**config.mk**
```make
export PLATFORM = sky130hd
export DESIGN_NAME = priority_task_scheduler_flat
export DESIGN_NICKNAME = d
export VERILOG_FILES = /design/src/rtl/pts_pkg.sv /design/src/rtl/pts_ifs.sv /design/src/rtl/pts_slot_store.sv /design/src/rtl/pts_level_store.sv /design/src/rtl/pts_seq.sv /design/src/rtl/priority_task_scheduler.sv /design/src/flat_wrapper.sv
export SDC_FILE = /design/constraint.sdc
export NUM_CORES = 2
export LEC_CHECK = 0
export BUFFER_PORTS_ARGS = -buffer_cell sky130_fd_sc_hd__buf_2
export CAP_MARGIN = 20
export CORE_MARGIN = 3
export CORE_UTILIZATION = 37
export CTS_CLUSTER_SIZE = 25
export DETAILED_ROUTE_END_ITERATION = 6
export HOLD_SLACK_MARGIN = 0.06
export PLACE_DENSITY_LB_ADDON = 0.08
export SYNTH_ARGS = -nofsm -noshare
export SYNTH_HDL_FRONTEND = slang
export SYNTH_SLANG_ARGS = --single-unit
export TNS_END_PERCENT = 30
```
**constraint.sdc**
```tcl
create_clock -name clk -period 4.68 [get_ports clk]
set_input_delay 0.468 -clock clk [delete_from_list [all_inputs] [get_ports clk]]
set_output_delay 0.468 -clock clk [all_outputs]
set_load 0.05 [all_outputs]
```
**src/rtl/pts_pkg.sv**
```systemverilog
// types, codes and sizes shared by the task scheduler modules
// no dependencies
package pts_pkg;

    localparam int SLOTS   = 64;
    localparam int SLOT_W  = 6;
    localparam int LEVELS  = 32;
    localparam int LEVEL_W = 5;
    localparam int CNT_W   = 7;
    localparam int KEY_W   = 8;
    localparam int DATA_W  = 32;

    typedef logic [SLOT_W-1:0]  slot_t;
    typedef logic [LEVEL_W-1:0] level_t;

    localparam logic [2:0] OP_ADD      = 3'd0;
    localparam logic [2:0] OP_REMOVE   = 3'd1;
    localparam logic [2:0] OP_BLOCK    = 3'd2;
    localparam logic [2:0] OP_UNBLOCK  = 3'd3;
    localparam logic [2:0] OP_BLKCUR   = 3'd4;
    localparam logic [2:0] OP_WAKE_EXT = 3'd5;
    localparam logic [2:0] OP_WAKE_EVT = 3'd6;
    localparam logic [2:0] OP_SCHED    = 3'd7;

    localparam logic [2:0] ST_UNUSED  = 3'd0;
    localparam logic [2:0] ST_READY   = 3'd1;
    localparam logic [2:0] ST_ACTIVE  = 3'd2;
    localparam logic [2:0] ST_BLOCKED = 3'd3;
    localparam logic [2:0] ST_TERM    = 3'd4;

    localparam logic [1:0] K_DONE  = 2'd0;
    localparam logic [1:0] K_SCHED = 2'd1;
    localparam logic [1:0] K_WOKEN = 2'd2;
    localparam logic [1:0] K_EMPTY = 2'd3;

    localparam logic [1:0] RSN_EXIT  = 2'd0;
    localparam logic [1:0] RSN_EVENT = 2'd1;

    typedef struct packed {
        logic [2:0]       status;
        level_t           level;
        logic [1:0]       reason;
        logic [KEY_W-1:0] key;
        slot_t            rnext;
        slot_t            rprev;
        slot_t            wnext;
        slot_t            wprev;
    } slot_ent_t;

    typedef struct packed {
        logic status;
        logic level;
        logic reason;
        logic key;
        logic rnext;
        logic rprev;
        logic wnext;
        logic wprev;
    } slot_we_t;

    typedef struct packed {
        slot_we_t  we;
        slot_t     addr;
        slot_ent_t data;
    } slot_wr_t;

    typedef struct packed {
        slot_t head;
        slot_t tail;
    } lvl_ent_t;

    typedef struct packed {
        logic     we_head;
        logic     we_tail;
        level_t   addr;
        lvl_ent_t data;
    } lvl_wr_t;

    typedef struct packed {
        logic [1:0]               kind;
        slot_t                    task_id;
        logic signed [DATA_W-1:0] data;
        logic                     last;
    } res_t;

endpackage

```
**src/rtl/pts_ifs.sv**
```systemverilog
// request and result channel interfaces of the task scheduler
// depends on pts_pkg
interface pts_cmd_if;
    logic                                  valid;
    logic                                  ready;
    logic [2:0]                            operation;
    logic [pts_pkg::SLOT_W-1:0]            task_id;
    logic [pts_pkg::LEVEL_W-1:0]           priority_req;
    logic [1:0]                            blk_cause;
    logic [pts_pkg::KEY_W-1:0]             wait_key;
    logic signed [pts_pkg::DATA_W-1:0]     evt_value;

    modport source (
        output valid, operation, task_id, priority_req, blk_cause, wait_key, evt_value,
        input  ready
    );
    modport sink (
        input  valid, operation, task_id, priority_req, blk_cause, wait_key, evt_value,
        output ready
    );
endinterface

interface pts_res_if;
    logic                                  valid;
    logic                                  ready;
    logic [1:0]                            result_kind;
    logic [pts_pkg::SLOT_W-1:0]            result_task;
    logic signed [pts_pkg::DATA_W-1:0]     result_data;
    logic                                  last;

    modport source (
        output valid, result_kind, result_task, result_data, last,
        input  ready
    );
    modport sink (
        input  valid, result_kind, result_task, result_data, last,
        output ready
    );
endinterface

```
**src/rtl/pts_slot_store.sv**
```systemverilog
// per-slot memory: status, level, block info and both list links
// depends on pts_pkg; one read and one field-masked write per cycle
module pts_slot_store (
    input  logic               clk,
    input  logic               rst_n,
    input  logic               rd_en,
    input  pts_pkg::slot_t     rd_addr,
    output pts_pkg::slot_ent_t rd_data,
    input  pts_pkg::slot_wr_t  wr
);

    pts_pkg::slot_ent_t          ram [pts_pkg::SLOTS];
    logic [pts_pkg::SLOTS-1:0]   vld_reg;
    pts_pkg::slot_ent_t          rd_data_reg;
    logic                        rd_vld_reg;

    // a slot never given a status reads as unused
    always_ff @(posedge clk or negedge rst_n)
    begin
        if (!rst_n)
        begin
            vld_reg <= '0;
        end
        else if (wr.we.status)
        begin
            vld_reg[wr.addr] <= 1'b1;
        end
    end

    always_ff @(posedge clk)
    begin
        if (wr.we.status) ram[wr.addr].status <= wr.data.status;
        if (wr.we.level)  ram[wr.addr].level  <= wr.data.level;
        if (wr.we.reason) ram[wr.addr].reason <= wr.data.reason;
        if (wr.we.key)    ram[wr.addr].key    <= wr.data.key;
        if (wr.we.rnext)  ram[wr.addr].rnext  <= wr.data.rnext;
        if (wr.we.rprev)  ram[wr.addr].rprev  <= wr.data.rprev;
        if (wr.we.wnext)  ram[wr.addr].wnext  <= wr.data.wnext;
        if (wr.we.wprev)  ram[wr.addr].wprev  <= wr.data.wprev;
        if (rd_en)
        begin
            rd_data_reg <= ram[rd_addr];
            rd_vld_reg  <= vld_reg[rd_addr];
        end
    end

    always_comb
    begin
        rd_data = rd_data_reg;
        if (!rd_vld_reg)
        begin
            rd_data.status = pts_pkg::ST_UNUSED;
        end
    end

endmodule

```
**src/rtl/pts_level_store.sv**
```systemverilog
// per-level memory holding head and tail of each ready queue
// depends on pts_pkg; one read and one write per cycle
module pts_level_store (
    input  logic              clk,
    input  logic              rd_en,
    input  pts_pkg::level_t   rd_addr,
    output pts_pkg::lvl_ent_t rd_data,
    input  pts_pkg::lvl_wr_t  wr
);

    pts_pkg::lvl_ent_t ram [pts_pkg::LEVELS];
    pts_pkg::lvl_ent_t rd_data_reg;

    always_ff @(posedge clk)
    begin
        if (wr.we_head) ram[wr.addr].head <= wr.data.head;
        if (wr.we_tail) ram[wr.addr].tail <= wr.data.tail;
        if (rd_en)
        begin
            rd_data_reg <= ram[rd_addr];
        end
    end

    assign rd_data = rd_data_reg;

endmodule

```
**src/rtl/pts_seq.sv**
```systemverilog
// command sequencer: walks the list updates with at most one access to each memory per cycle
// depends on pts_pkg, pts_ifs, and drives pts_slot_store / pts_level_store
module pts_seq (
    input  logic               clk,
    input  logic               rst_n,
    pts_cmd_if.sink            cmd,
    output logic               slot_rd_en,
    output pts_pkg::slot_t     slot_rd_addr,
    input  pts_pkg::slot_ent_t slot_rd,
    output pts_pkg::slot_wr_t  slot_wr,
    output logic               lvl_rd_en,
    output pts_pkg::level_t    lvl_rd_addr,
    input  pts_pkg::lvl_ent_t  lvl_rd,
    output pts_pkg::lvl_wr_t   lvl_wr,
    output logic               emit_valid,
    output pts_pkg::res_t      emit,
    input  logic               emit_ok
);

    localparam logic [4:0] S_IDLE     = 5'd0;
    localparam logic [4:0] S_RD_T     = 5'd1;
    localparam logic [4:0] S_LD_T     = 5'd2;
    localparam logic [4:0] S_DET      = 5'd3;
    localparam logic [4:0] S_DET_RL   = 5'd4;
    localparam logic [4:0] S_DET_R2   = 5'd5;
    localparam logic [4:0] S_DET_W2   = 5'd6;
    localparam logic [4:0] S_RA       = 5'd7;
    localparam logic [4:0] S_RA2      = 5'd8;
    localparam logic [4:0] S_RA3      = 5'd9;
    localparam logic [4:0] S_WA       = 5'd10;
    localparam logic [4:0] S_WA2      = 5'd11;
    localparam logic [4:0] S_REM      = 5'd12;
    localparam logic [4:0] S_SCH_PICK = 5'd13;
    localparam logic [4:0] S_SCH_HD   = 5'd14;
    localparam logic [4:0] S_SCH_ACT  = 5'd15;
    localparam logic [4:0] S_WK_NODE  = 5'd16;
    localparam logic [4:0] S_WK_EMIT  = 5'd17;
    localparam logic [4:0] S_WK_END   = 5'd18;
    localparam logic [4:0] S_FIN      = 5'd19;

    // control
    logic [4:0]                        state_reg, state_next;
    logic [pts_pkg::LEVELS-1:0]        bitmap_reg, bitmap_next;
    logic [pts_pkg::CNT_W-1:0]         wc_reg, wc_next;
    logic                              run_vld_reg, run_vld_next;
    logic                              pend_vld_reg, pend_vld_next;
    // payload
    logic [2:0]                        op_reg, op_next;
    logic [pts_pkg::KEY_W-1:0]         key_reg, key_next;
    logic [1:0]                        rsn_reg, rsn_next;
    pts_pkg::level_t                   prio_reg, prio_next;
    logic signed [pts_pkg::DATA_W-1:0] wdata_reg, wdata_next;
    pts_pkg::slot_t                    t_reg, t_next;
    pts_pkg::slot_ent_t                ent_reg, ent_next;
    pts_pkg::level_t                   lvl_reg, lvl_next;
    pts_pkg::slot_t                    tail_reg, tail_next;
    pts_pkg::slot_t                    nxt_reg, nxt_next;
    logic [pts_pkg::CNT_W-1:0]         left_reg, left_next;
    logic                              phase_reg, phase_next;
    pts_pkg::slot_t                    wh_reg, wh_next;
    pts_pkg::slot_t                    wt_reg, wt_next;
    pts_pkg::slot_t                    run_task_reg, run_task_next;
    pts_pkg::slot_t                    pend_task_reg, pend_task_next;
    logic [1:0]                        fin_kind_reg, fin_kind_next;
    pts_pkg::slot_t                    fin_task_reg, fin_task_next;
    logic signed [pts_pkg::DATA_W-1:0] fin_data_reg, fin_data_next;

    logic [4:0]      det_done;
    logic [4:0]      ra_done;
    pts_pkg::level_t pick_idx;
    logic [1:0]      wake_rsn;
    logic            wake_hit;

    assign cmd.ready = (state_reg == S_IDLE);

    // where to go once the slot has left its list / has joined a ready queue
    always_comb
    begin
        unique case (op_reg)
            pts_pkg::OP_REMOVE: det_done = S_REM;
            pts_pkg::OP_BLOCK,
            pts_pkg::OP_BLKCUR: det_done = S_WA;
            pts_pkg::OP_SCHED:  det_done = S_SCH_ACT;
            default:            det_done = S_RA;
        endcase
        unique case (op_reg)
            pts_pkg::OP_WAKE_EXT,
            pts_pkg::OP_WAKE_EVT: ra_done = S_WK_EMIT;
            pts_pkg::OP_SCHED:    ra_done = S_SCH_PICK;
            default:              ra_done = S_FIN;
        endcase
    end

    // lowest-numbered non-empty level
    always_comb
    begin
        pick_idx = '0;
        for (int i = pts_pkg::LEVELS - 1; i >= 0; i--)
        begin
            if (bitmap_reg[i])
            begin
                pick_idx = pts_pkg::LEVEL_W'(i);
            end
        end
    end

    assign wake_rsn = (op_reg == pts_pkg::OP_WAKE_EVT) ? pts_pkg::RSN_EVENT : pts_pkg::RSN_EXIT;
    assign wake_hit = (slot_rd.status == pts_pkg::ST_BLOCKED) && (slot_rd.reason == wake_rsn)
                   && (slot_rd.key == key_reg);

    always_comb
    begin
        state_next     = state_reg;
        bitmap_next    = bitmap_reg;
        wc_next        = wc_reg;
        run_vld_next   = run_vld_reg;
        pend_vld_next  = pend_vld_reg;
        op_next        = op_reg;
        key_next       = key_reg;
        rsn_next       = rsn_reg;
        prio_next      = prio_reg;
        wdata_next     = wdata_reg;
        t_next         = t_reg;
        ent_next       = ent_reg;
        lvl_next       = lvl_reg;
        tail_next      = tail_reg;
        nxt_next       = nxt_reg;
        left_next      = left_reg;
        phase_next     = phase_reg;
        wh_next        = wh_reg;
        wt_next        = wt_reg;
        run_task_next  = run_task_reg;
        pend_task_next = pend_task_reg;
        fin_kind_next  = fin_kind_reg;
        fin_task_next  = fin_task_reg;
        fin_data_next  = fin_data_reg;

        slot_rd_en   = 1'b0;
        slot_rd_addr = t_reg;
        slot_wr      = '0;
        lvl_rd_en    = 1'b0;
        lvl_rd_addr  = lvl_reg;
        lvl_wr       = '0;
        emit_valid   = 1'b0;
        emit         = '0;

        unique case (state_reg)
            S_IDLE:
            begin
                if (cmd.valid)
                begin
                    op_next       = cmd.operation;
                    key_next      = cmd.wait_key;
                    rsn_next      = cmd.blk_cause;
                    prio_next     = cmd.priority_req;
                    wdata_next    = (cmd.operation == pts_pkg::OP_WAKE_EVT) ? cmd.evt_value : '0;
                    fin_kind_next = pts_pkg::K_DONE;
                    fin_task_next = '0;
                    fin_data_next = '0;
                    phase_next    = 1'b0;
                    unique case (cmd.operation)
                        pts_pkg::OP_BLKCUR,
                        pts_pkg::OP_SCHED:
                        begin
                            if (run_vld_reg)
                            begin
                                t_next       = run_task_reg;
                                run_vld_next = 1'b0;
                                state_next   = S_RD_T;
                            end
                            else
                            begin
                                state_next = (cmd.operation == pts_pkg::OP_SCHED) ? S_SCH_PICK
                                                                                  : S_FIN;
                            end
                        end
                        pts_pkg::OP_WAKE_EXT,
                        pts_pkg::OP_WAKE_EVT:
                        begin
                            left_next     = wc_reg;
                            t_next        = wh_reg;
                            pend_vld_next = 1'b0;
                            state_next    = S_WK_NODE;
                        end
                        default:
                        begin
                            t_next     = cmd.task_id;
                            state_next = S_RD_T;
                        end
                    endcase
                end
            end

            S_RD_T:
            begin
                slot_rd_en = 1'b1;
                state_next = S_LD_T;
            end

            S_LD_T:
            begin
                ent_next = slot_rd;
                nxt_next = slot_rd.wnext;
                lvl_next = (op_reg == pts_pkg::OP_ADD) ? prio_reg : slot_rd.level;
                unique case (op_reg)
                    pts_pkg::OP_ADD:
                        state_next = S_DET;
                    pts_pkg::OP_REMOVE,
                    pts_pkg::OP_BLOCK,
                    pts_pkg::OP_BLKCUR:
                        state_next = (slot_rd.status == pts_pkg::ST_UNUSED) ? S_FIN : S_DET;
                    pts_pkg::OP_UNBLOCK:
                        state_next = (slot_rd.status == pts_pkg::ST_BLOCKED) ? S_DET : S_FIN;
                    pts_pkg::OP_WAKE_EXT,
                    pts_pkg::OP_WAKE_EVT:
                    begin
                        if (wake_hit)
                        begin
                            state_next = S_DET;
                        end
                        else
                        begin
                            t_next     = slot_rd.wnext;
                            state_next = S_WK_NODE;
                        end
                    end
                    default:
                    begin
                        // first pass requeues the old current task, second unlinks the pick
                        if (phase_reg)
                            state_next = S_DET;
                        else if (slot_rd.status == pts_pkg::ST_ACTIVE)
                            state_next = S_RA;
                        else
                            state_next = S_SCH_PICK;
                    end
                endcase
            end

            S_DET:
            begin
                if (ent_reg.status == pts_pkg::ST_READY)
                begin
                    lvl_rd_en   = 1'b1;
                    lvl_rd_addr = ent_reg.level;
                    state_next  = S_DET_RL;
                end
                else if (ent_reg.status == pts_pkg::ST_BLOCKED)
                begin
                    state_next = det_done;
                    if (wc_reg <= pts_pkg::CNT_W'(1))
                    begin
                        wc_next = '0;
                    end
                    else
                    begin
                        wc_next = wc_reg - pts_pkg::CNT_W'(1);
                        if (wh_reg == t_reg)
                        begin
                            wh_next = ent_reg.wnext;
                        end
                        else if (wt_reg == t_reg)
                        begin
                            wt_next = ent_reg.wprev;
                        end
                        else
                        begin
                            slot_wr.we.wnext   = 1'b1;
                            slot_wr.addr       = ent_reg.wprev;
                            slot_wr.data.wnext = ent_reg.wnext;
                            state_next         = S_DET_W2;
                        end
                    end
                end
                else
                begin
                    state_next = det_done;
                end
            end

            S_DET_RL:
            begin
                state_next = det_done;
                lvl_wr.addr = ent_reg.level;
                if (lvl_rd.head == t_reg && lvl_rd.tail == t_reg)
                begin
                    bitmap_next[ent_reg.level] = 1'b0;
                end
                else if (lvl_rd.head == t_reg)
                begin
                    lvl_wr.we_head   = 1'b1;
                    lvl_wr.data.head = ent_reg.rnext;
                end
                else if (lvl_rd.tail == t_reg)
                begin
                    lvl_wr.we_tail   = 1'b1;
                    lvl_wr.data.tail = ent_reg.rprev;
                end
                else
                begin
                    slot_wr.we.rnext   = 1'b1;
                    slot_wr.addr       = ent_reg.rprev;
                    slot_wr.data.rnext = ent_reg.rnext;
                    state_next         = S_DET_R2;
                end
            end

            S_DET_R2:
            begin
                slot_wr.we.rprev   = 1'b1;
                slot_wr.addr       = ent_reg.rnext;
                slot_wr.data.rprev = ent_reg.rprev;
                state_next         = det_done;
            end

            S_DET_W2:
            begin
                slot_wr.we.wprev   = 1'b1;
                slot_wr.addr       = ent_reg.wnext;
                slot_wr.data.wprev = ent_reg.wprev;
                state_next         = det_done;
            end

            S_RA:
            begin
                if (bitmap_reg[lvl_reg])
                begin
                    lvl_rd_en   = 1'b1;
                    lvl_rd_addr = lvl_reg;
                    state_next  = S_RA2;
                end
                else
                begin
                    lvl_wr.we_head      = 1'b1;
                    lvl_wr.we_tail      = 1'b1;
                    lvl_wr.addr         = lvl_reg;
                    lvl_wr.data.head    = t_reg;
                    lvl_wr.data.tail    = t_reg;
                    bitmap_next[lvl_reg] = 1'b1;
                    slot_wr.we.status   = 1'b1;
                    slot_wr.we.level    = 1'b1;
                    slot_wr.addr        = t_reg;
                    slot_wr.data.status = pts_pkg::ST_READY;
                    slot_wr.data.level  = lvl_reg;
                    state_next          = ra_done;
                end
            end

            S_RA2:
            begin
                tail_next          = lvl_rd.tail;
                slot_wr.we.rnext   = 1'b1;
                slot_wr.addr       = lvl_rd.tail;
                slot_wr.data.rnext = t_reg;
                state_next         = S_RA3;
            end

            S_RA3:
            begin
                slot_wr.we.status   = 1'b1;
                slot_wr.we.level    = 1'b1;
                slot_wr.we.rprev    = 1'b1;
                slot_wr.addr        = t_reg;
                slot_wr.data.status = pts_pkg::ST_READY;
                slot_wr.data.level  = lvl_reg;
                slot_wr.data.rprev  = tail_reg;
                lvl_wr.we_tail      = 1'b1;
                lvl_wr.addr         = lvl_reg;
                lvl_wr.data.tail    = t_reg;
                state_next          = ra_done;
            end

            S_WA:
            begin
                if (wc_reg == '0)
                begin
                    wh_next = t_reg;
                end
                else
                begin
                    slot_wr.we.wnext   = 1'b1;
                    slot_wr.addr       = wt_reg;
                    slot_wr.data.wnext = t_reg;
                end
                state_next = S_WA2;
            end

            S_WA2:
            begin
                slot_wr.we.status   = 1'b1;
                slot_wr.we.reason   = 1'b1;
                slot_wr.we.key      = 1'b1;
                slot_wr.we.wprev    = 1'b1;
                slot_wr.addr        = t_reg;
                slot_wr.data.status = pts_pkg::ST_BLOCKED;
                slot_wr.data.reason = rsn_reg;
                slot_wr.data.key    = key_reg;
                slot_wr.data.wprev  = wt_reg;
                wt_next             = t_reg;
                wc_next             = wc_reg + pts_pkg::CNT_W'(1);
                state_next          = S_FIN;
            end

            S_REM:
            begin
                slot_wr.we.status   = 1'b1;
                slot_wr.addr        = t_reg;
                slot_wr.data.status = pts_pkg::ST_TERM;
                if (run_vld_reg && run_task_reg == t_reg)
                begin
                    run_vld_next = 1'b0;
                end
                state_next = S_FIN;
            end

            S_SCH_PICK:
            begin
                if (bitmap_reg == '0)
                begin
                    fin_kind_next = pts_pkg::K_EMPTY;
                    state_next    = S_FIN;
                end
                else
                begin
                    lvl_rd_en   = 1'b1;
                    lvl_rd_addr = pick_idx;
                    phase_next  = 1'b1;
                    state_next  = S_SCH_HD;
                end
            end

            S_SCH_HD:
            begin
                t_next     = lvl_rd.head;
                state_next = S_RD_T;
            end

            S_SCH_ACT:
            begin
                slot_wr.we.status   = 1'b1;
                slot_wr.addr        = t_reg;
                slot_wr.data.status = pts_pkg::ST_ACTIVE;
                run_vld_next        = 1'b1;
                run_task_next       = t_reg;
                fin_kind_next       = pts_pkg::K_SCHED;
                fin_task_next       = t_reg;
                state_next          = S_FIN;
            end

            S_WK_NODE:
            begin
                if (left_reg == '0)
                begin
                    state_next = S_WK_END;
                end
                else
                begin
                    left_next  = left_reg - pts_pkg::CNT_W'(1);
                    state_next = S_RD_T;
                end
            end

            // the previous woken task goes out once we know it is not the final one
            S_WK_EMIT:
            begin
                if (pend_vld_reg)
                begin
                    emit_valid   = 1'b1;
                    emit.kind    = pts_pkg::K_WOKEN;
                    emit.task_id = pend_task_reg;
                    emit.data    = wdata_reg;
                    emit.last    = 1'b0;
                end
                if (!pend_vld_reg || emit_ok)
                begin
                    pend_vld_next  = 1'b1;
                    pend_task_next = t_reg;
                    t_next         = nxt_reg;
                    state_next     = S_WK_NODE;
                end
            end

            S_WK_END:
            begin
                if (pend_vld_reg)
                begin
                    fin_kind_next = pts_pkg::K_WOKEN;
                    fin_task_next = pend_task_reg;
                    fin_data_next = wdata_reg;
                end
                state_next = S_FIN;
            end

            S_FIN:
            begin
                emit_valid   = 1'b1;
                emit.kind    = fin_kind_reg;
                emit.task_id = fin_task_reg;
                emit.data    = fin_data_reg;
                emit.last    = 1'b1;
                if (emit_ok)
                begin
                    state_next = S_IDLE;
                end
            end

            default:
            begin
                state_next = S_IDLE;
            end
        endcase
    end

    always_ff @(posedge clk or negedge rst_n)
    begin
        if (!rst_n)
        begin
            state_reg    <= S_IDLE;
            bitmap_reg   <= '0;
            wc_reg       <= '0;
            run_vld_reg  <= 1'b0;
            pend_vld_reg <= 1'b0;
        end
        else
        begin
            state_reg    <= state_next;
            bitmap_reg   <= bitmap_next;
            wc_reg       <= wc_next;
            run_vld_reg  <= run_vld_next;
            pend_vld_reg <= pend_vld_next;
        end
    end

    always_ff @(posedge clk)
    begin
        op_reg        <= op_next;
        key_reg       <= key_next;
        rsn_reg       <= rsn_next;
        prio_reg      <= prio_next;
        wdata_reg     <= wdata_next;
        t_reg         <= t_next;
        ent_reg       <= ent_next;
        lvl_reg       <= lvl_next;
        tail_reg      <= tail_next;
        nxt_reg       <= nxt_next;
        left_reg      <= left_next;
        phase_reg     <= phase_next;
        wh_reg        <= wh_next;
        wt_reg        <= wt_next;
        run_task_reg  <= run_task_next;
        pend_task_reg <= pend_task_next;
        fin_kind_reg  <= fin_kind_next;
        fin_task_reg  <= fin_task_next;
        fin_data_reg  <= fin_data_next;
    end

endmodule

```
**src/rtl/priority_task_scheduler.sv**
```systemverilog
// top level of the priority task scheduler: sequencer, two memories, result register
// depends on pts_pkg, pts_ifs, pts_slot_store, pts_level_store, pts_seq
//
// usage:
//   cmd carries one request at a time (add, remove, block, unblock, block
//   current, wake on exit, wake on event, schedule); res returns one or more
//   results per request, the final one flagged by last.
//   cmd.ready is high only while the sequencer is idle, one request in flight.
//   a schedule requeues the current task and then unlinks the new one; a wake
//   walks the blocked list entry by entry, unlinking each task woken and
//   requeueing it at its level. the pace is set by the memories: one read
//   and one write each per cycle, each list relink costing up to one read
//   and up to two writes.
//   a result sits in an output register; a new request is taken while it waits.
//   if res stalls, the sequencer holds at its next result until the register
//   frees, so a long wake simply pauses.
//   reset: no slot in use, all queues and the blocked list empty, no current
//   task; memories need no clearing pass.
module priority_task_scheduler (
    input  logic      clk,
    input  logic      rst_n,
    pts_cmd_if.sink   cmd,
    pts_res_if.source res
);

    logic               slot_rd_en;
    pts_pkg::slot_t     slot_rd_addr;
    pts_pkg::slot_ent_t slot_rd;
    pts_pkg::slot_wr_t  slot_wr;
    logic               lvl_rd_en;
    pts_pkg::level_t    lvl_rd_addr;
    pts_pkg::lvl_ent_t  lvl_rd;
    pts_pkg::lvl_wr_t   lvl_wr;
    logic               emit_valid;
    pts_pkg::res_t      emit;
    logic               emit_ok;

    logic               out_vld_reg;
    pts_pkg::res_t      out_reg;

    pts_slot_store u_slot (
        .clk     (clk),
        .rst_n   (rst_n),
        .rd_en   (slot_rd_en),
        .rd_addr (slot_rd_addr),
        .rd_data (slot_rd),
        .wr      (slot_wr)
    );

    pts_level_store u_level (
        .clk     (clk),
        .rd_en   (lvl_rd_en),
        .rd_addr (lvl_rd_addr),
        .rd_data (lvl_rd),
        .wr      (lvl_wr)
    );

    pts_seq u_seq (
        .clk          (clk),
        .rst_n        (rst_n),
        .cmd          (cmd),
        .slot_rd_en   (slot_rd_en),
        .slot_rd_addr (slot_rd_addr),
        .slot_rd      (slot_rd),
        .slot_wr      (slot_wr),
        .lvl_rd_en    (lvl_rd_en),
        .lvl_rd_addr  (lvl_rd_addr),
        .lvl_rd       (lvl_rd),
        .lvl_wr       (lvl_wr),
        .emit_valid   (emit_valid),
        .emit         (emit),
        .emit_ok      (emit_ok)
    );

    assign emit_ok = !out_vld_reg || res.ready;

    always_ff @(posedge clk or negedge rst_n)
    begin
        if (!rst_n)
        begin
            out_vld_reg <= 1'b0;
        end
        else if (emit_valid && emit_ok)
        begin
            out_vld_reg <= 1'b1;
        end
        else if (res.ready)
        begin
            out_vld_reg <= 1'b0;
        end
    end

    always_ff @(posedge clk)
    begin
        if (emit_valid && emit_ok)
        begin
            out_reg <= emit;
        end
    end

    assign res.valid       = out_vld_reg;
    assign res.result_kind = out_reg.kind;
    assign res.result_task = out_reg.task_id;
    assign res.result_data = out_reg.data;
    assign res.last        = out_reg.last;

endmodule

```
**src/flat_wrapper.sv**
```systemverilog
// flat-port wrapper written by rule: the top's interface ports become plain ports
module priority_task_scheduler_flat 
  (clk, rst_n, cmd_valid, cmd_operation, cmd_task_id, cmd_priority_req, cmd_blk_cause, cmd_wait_key, cmd_evt_value, cmd_ready, res_valid, res_result_kind, res_result_task, res_result_data, res_last, res_ready);
  pts_cmd_if cmd_i ();
  pts_res_if res_i ();
  input  logic clk;
  input  logic rst_n;
  input wire logic [$bits(cmd_i.valid)-1:0] cmd_valid;
  input wire logic [$bits(cmd_i.operation)-1:0] cmd_operation;
  input wire logic [$bits(cmd_i.task_id)-1:0] cmd_task_id;
  input wire logic [$bits(cmd_i.priority_req)-1:0] cmd_priority_req;
  input wire logic [$bits(cmd_i.blk_cause)-1:0] cmd_blk_cause;
  input wire logic [$bits(cmd_i.wait_key)-1:0] cmd_wait_key;
  input wire logic [$bits(cmd_i.evt_value)-1:0] cmd_evt_value;
  output wire logic [$bits(cmd_i.ready)-1:0] cmd_ready;
  output wire logic [$bits(res_i.valid)-1:0] res_valid;
  output wire logic [$bits(res_i.result_kind)-1:0] res_result_kind;
  output wire logic [$bits(res_i.result_task)-1:0] res_result_task;
  output wire logic [$bits(res_i.result_data)-1:0] res_result_data;
  output wire logic [$bits(res_i.last)-1:0] res_last;
  input wire logic [$bits(res_i.ready)-1:0] res_ready;
  assign cmd_i.valid = cmd_valid;
  assign cmd_i.operation = cmd_operation;
  assign cmd_i.task_id = cmd_task_id;
  assign cmd_i.priority_req = cmd_priority_req;
  assign cmd_i.blk_cause = cmd_blk_cause;
  assign cmd_i.wait_key = cmd_wait_key;
  assign cmd_i.evt_value = cmd_evt_value;
  assign cmd_ready = cmd_i.ready;
  assign res_valid = res_i.valid;
  assign res_result_kind = res_i.result_kind;
  assign res_result_task = res_i.result_task;
  assign res_result_data = res_i.result_data;
  assign res_last = res_i.last;
  assign res_i.ready = res_ready;
  priority_task_scheduler u_core (.clk(clk), .rst_n(rst_n), .cmd(cmd_i), .res(res_i));
endmodule
```
==> impl_metrics.tcl <==
set metrics [dict create \
    hold_class "primary input to flip-flop" \
    clock_sinks 3450 \
    antenna_found_initial 16 \
    fin_crit_sh_pct 98.13 \
    worstMarginPinSlew_ns 1.096 \
    netlist_instances 7025 \
    ys_types 87 \
    synth_area_per_cell_sq_um 19.56 \
    fp.dieH_um 615.4 \
    synthMostInstantiatedCell "edfxtp_1" \
    gp_congestion 0.8604 \
    cpPeakStageDelay_ns 0.70 \
    fmax_mhz 217.7 \
    hold_viol 0 \
    powerDensity_mw_per_mm2 554.9 \
    yosysWarnings 0 \
    netlist_area_sq_mm 0.1374 \
    grt_pass1_vias 74420 \
    synth_seq_area_share_pct 74.99 \
    cts_made_buffers 383 \
    ys_ff_latch 3450 \
    min_period_ns 4.592 \
    synth-edff-count 3339 \
    detail-route-antenna-nets 0 \
    critPathRequiredTime_ns 5.32 \
    initial_utilization_pct 37.20 \
    hold-worst-slack_ns 0.1856 \
    num_rows 223 \
    slowest_stage "edfxtp_1" \
    grt_max_degree 138 \
    firstDrtPassIters 7 \
    cp-end-kind "flip-flop" \
    cp.arrival_ns 5.24 \
    root_buffer "clkbuf_16" \
    wirelength_mm 391.8 \
    drive_above_1_share_pct 29.52 \
    drc_errors 0 \
    dp_hpwl_mm 249.5 \
    syn-num-nets 7091 \
    dp_worst_setup_slack_ns -0.07346 \
    fin_skew_ns 0.06158 \
    cts.path.max_buffers 4 \
    path_clk_slew_ns 0.06 \
    netlist.area_leader.share_pct 72.97 \
    place.port_buffers 102 \
    ios 103 \
    total_power_uw 89430 \
    maxSlewViolCount 0 \
    drt_iter0_markers 6582 \
    fin_nets 7846 \
    p_leak_uw 0.05014 \
    cts_tree "built" \
    cts_setup_buffers 0 \
    cp_max_fo 13 \
    die_area_sq_mm 0.3787 \
    htree_levels 5 \
    rsz0062_at_grt "false" \
    yosys.area.top_type "edfxtp_1" \
    grt_remaining_overflow 0 \
    synthTopCellsByCount "3339 x edfxtp_1, 905 x mux4_2, 509 x nor2_1" \
    cap_violations 0 \
    synth_ff_type "edfxtp_1" \
    fp.dieW_um 615.4 \
    via_per_inst 5.479 \
    grt_pass1_wl_mm 563.4 \
    grt_usage_pct 20.41 \
    areaGrowthSynthToFinish_pct 17.27 \
    slew_headroom_pct 26.94 \
    synthTopCellsByArea "edfxtp_1 73%, mux4_2 15%, dfrtp_1 2.0%" \
    coreArea_sq_mm 0.3694 \
    crit_chain "mux4_2, a22oi_1, nand4_2, nor3_1, nor4b_2, buf_4, or3_4, buf_4, nor3_2, buf_4" \
    clock_latency_ns 0.95 \
    async_reset_ff_share_pct 3.217 \
    largest_reg_flops 2688 \
    num_vias 71570 \
    critical_path.startpoint_type "flip-flop" \
    setup_viol 0 \
    finalWorstSetupSlack_ns 0.08756 \
    wl_per_cell_um 30.00 \
    status "finished clean" \
    ir_drop_mv 0.5397 \
    worstSetupPathType "flip-flop to flip-flop" \
    critPathMostFrequentCell "buf_4" \
]
worst max-delay path: cells and delay by family (launching register included):
family	cells	cell delay [ns]
simple gates	5	2.16
buf+inv	3	0.73
flops	1	0.70
mux	1	0.40
compound gates	1	0.28
layer usage:
layer  wire length, um  global-route usage [%]  vias up
met2            187100                   32.74     2139
met4              7020                   3.807        0
met5                 0                       0        -
met1            176200                   29.63    38700
li1                  -                       -    30250
met3             21590                   3.403      482
report_power, final:
part / internal [uW] / total [uW] / switching [uW]
clock network: 17500 / 29900 / 12400
registers: 35400 / 36200 / 808
logic: 9160 / 23300 / 14100
total: 62100 / 89400 / 27400
placed cells by master (no fill, tap or decap), drive strengths merged, types with 134 or more instances in the layout:
cell,synthesis,final
mux4,905,905
a21oi,137,137
nand2,411,411
buf,177,768
nor3,134,134
nand3,164,164
nor2,517,517
edfxtp,3339,3339
clkbuf,276,463
clkinv,0,183
per-stage QoR:
stage               TNS [ns]  cell area, sq um  utilization (%)  cells
finish                     0            161100            43.62  13060
global route               0            161100            43.62  13060
CTS                        0            161000            43.59  13050
detailed placement   -0.4079            148000            40.07  12290
global placement      -2.567            147900            40.04  12280
floorplan                  0            137400                -   7025
path summary, 6_finish.rpt:
path / cells after the start / slack, ns / to / start
max in group asynchronous: 4 / 3.42 / u_core.u_seq.bitmap_reg[3] / rst_n
hold / removal: 3 / 0.19 / u_core.u_seq.slot_rd_addr[1] / cmd_task_id[1]
setup / recovery: 10 / 0.09 / u_core.u_slot.ram[38][2] / u_core.u_seq.lvl_reg[1]
hold reg to reg: 0 / 0.43 / u_core.u_seq.ent_reg[1] / u_core.u_slot.rd_data[1]
min in group asynchronous: 4 / 0.65 / u_core.u_slot.vld_reg[26] / rst_n
setup reg to reg: 10 / 0.09 / u_core.u_slot.ram[38][2] / u_core.u_seq.lvl_reg[1]
repair_timing:
item | 4_1_cts | 5_1_grt
endpoints found under the hold margin | 88 | 0
setup endpoints to repair | 6 | 5
hold buffers | 55 | 0
resized for setup | 1 | 1
pin swaps | 0 | 1
area by class of cell:
| cell class | count | area (sq um) |
|---|---|---|
| Inverter | 32 | 127.6 |
| Clock buffer | 462 | 10180 |
| Timing Repair Buffer | 823 | 6633 |
| Tap cell | 4950 | 6193 |
| Sequential cell | 3450 | 103000 |
| Clock inverter | 250 | 2270 |
| Multi-Input combinational cell | 3090 | 32680 |
| Fill cell | 32200 | 208300 |
| Antenna cell | 5 | 12.51 |
kinds of logic after synthesis:
kind of cell    after synthesis  synth area share, %
compound gates              548                2.799
xor+xnor                     47               0.2996
fa+ha+maj                     6              0.06010
buf+inv                     485                1.452
flops                      3450                74.99
mux                         950                15.17
simple gates               1539                5.226
Note: power is estimated with default switching activity, not from simulation.
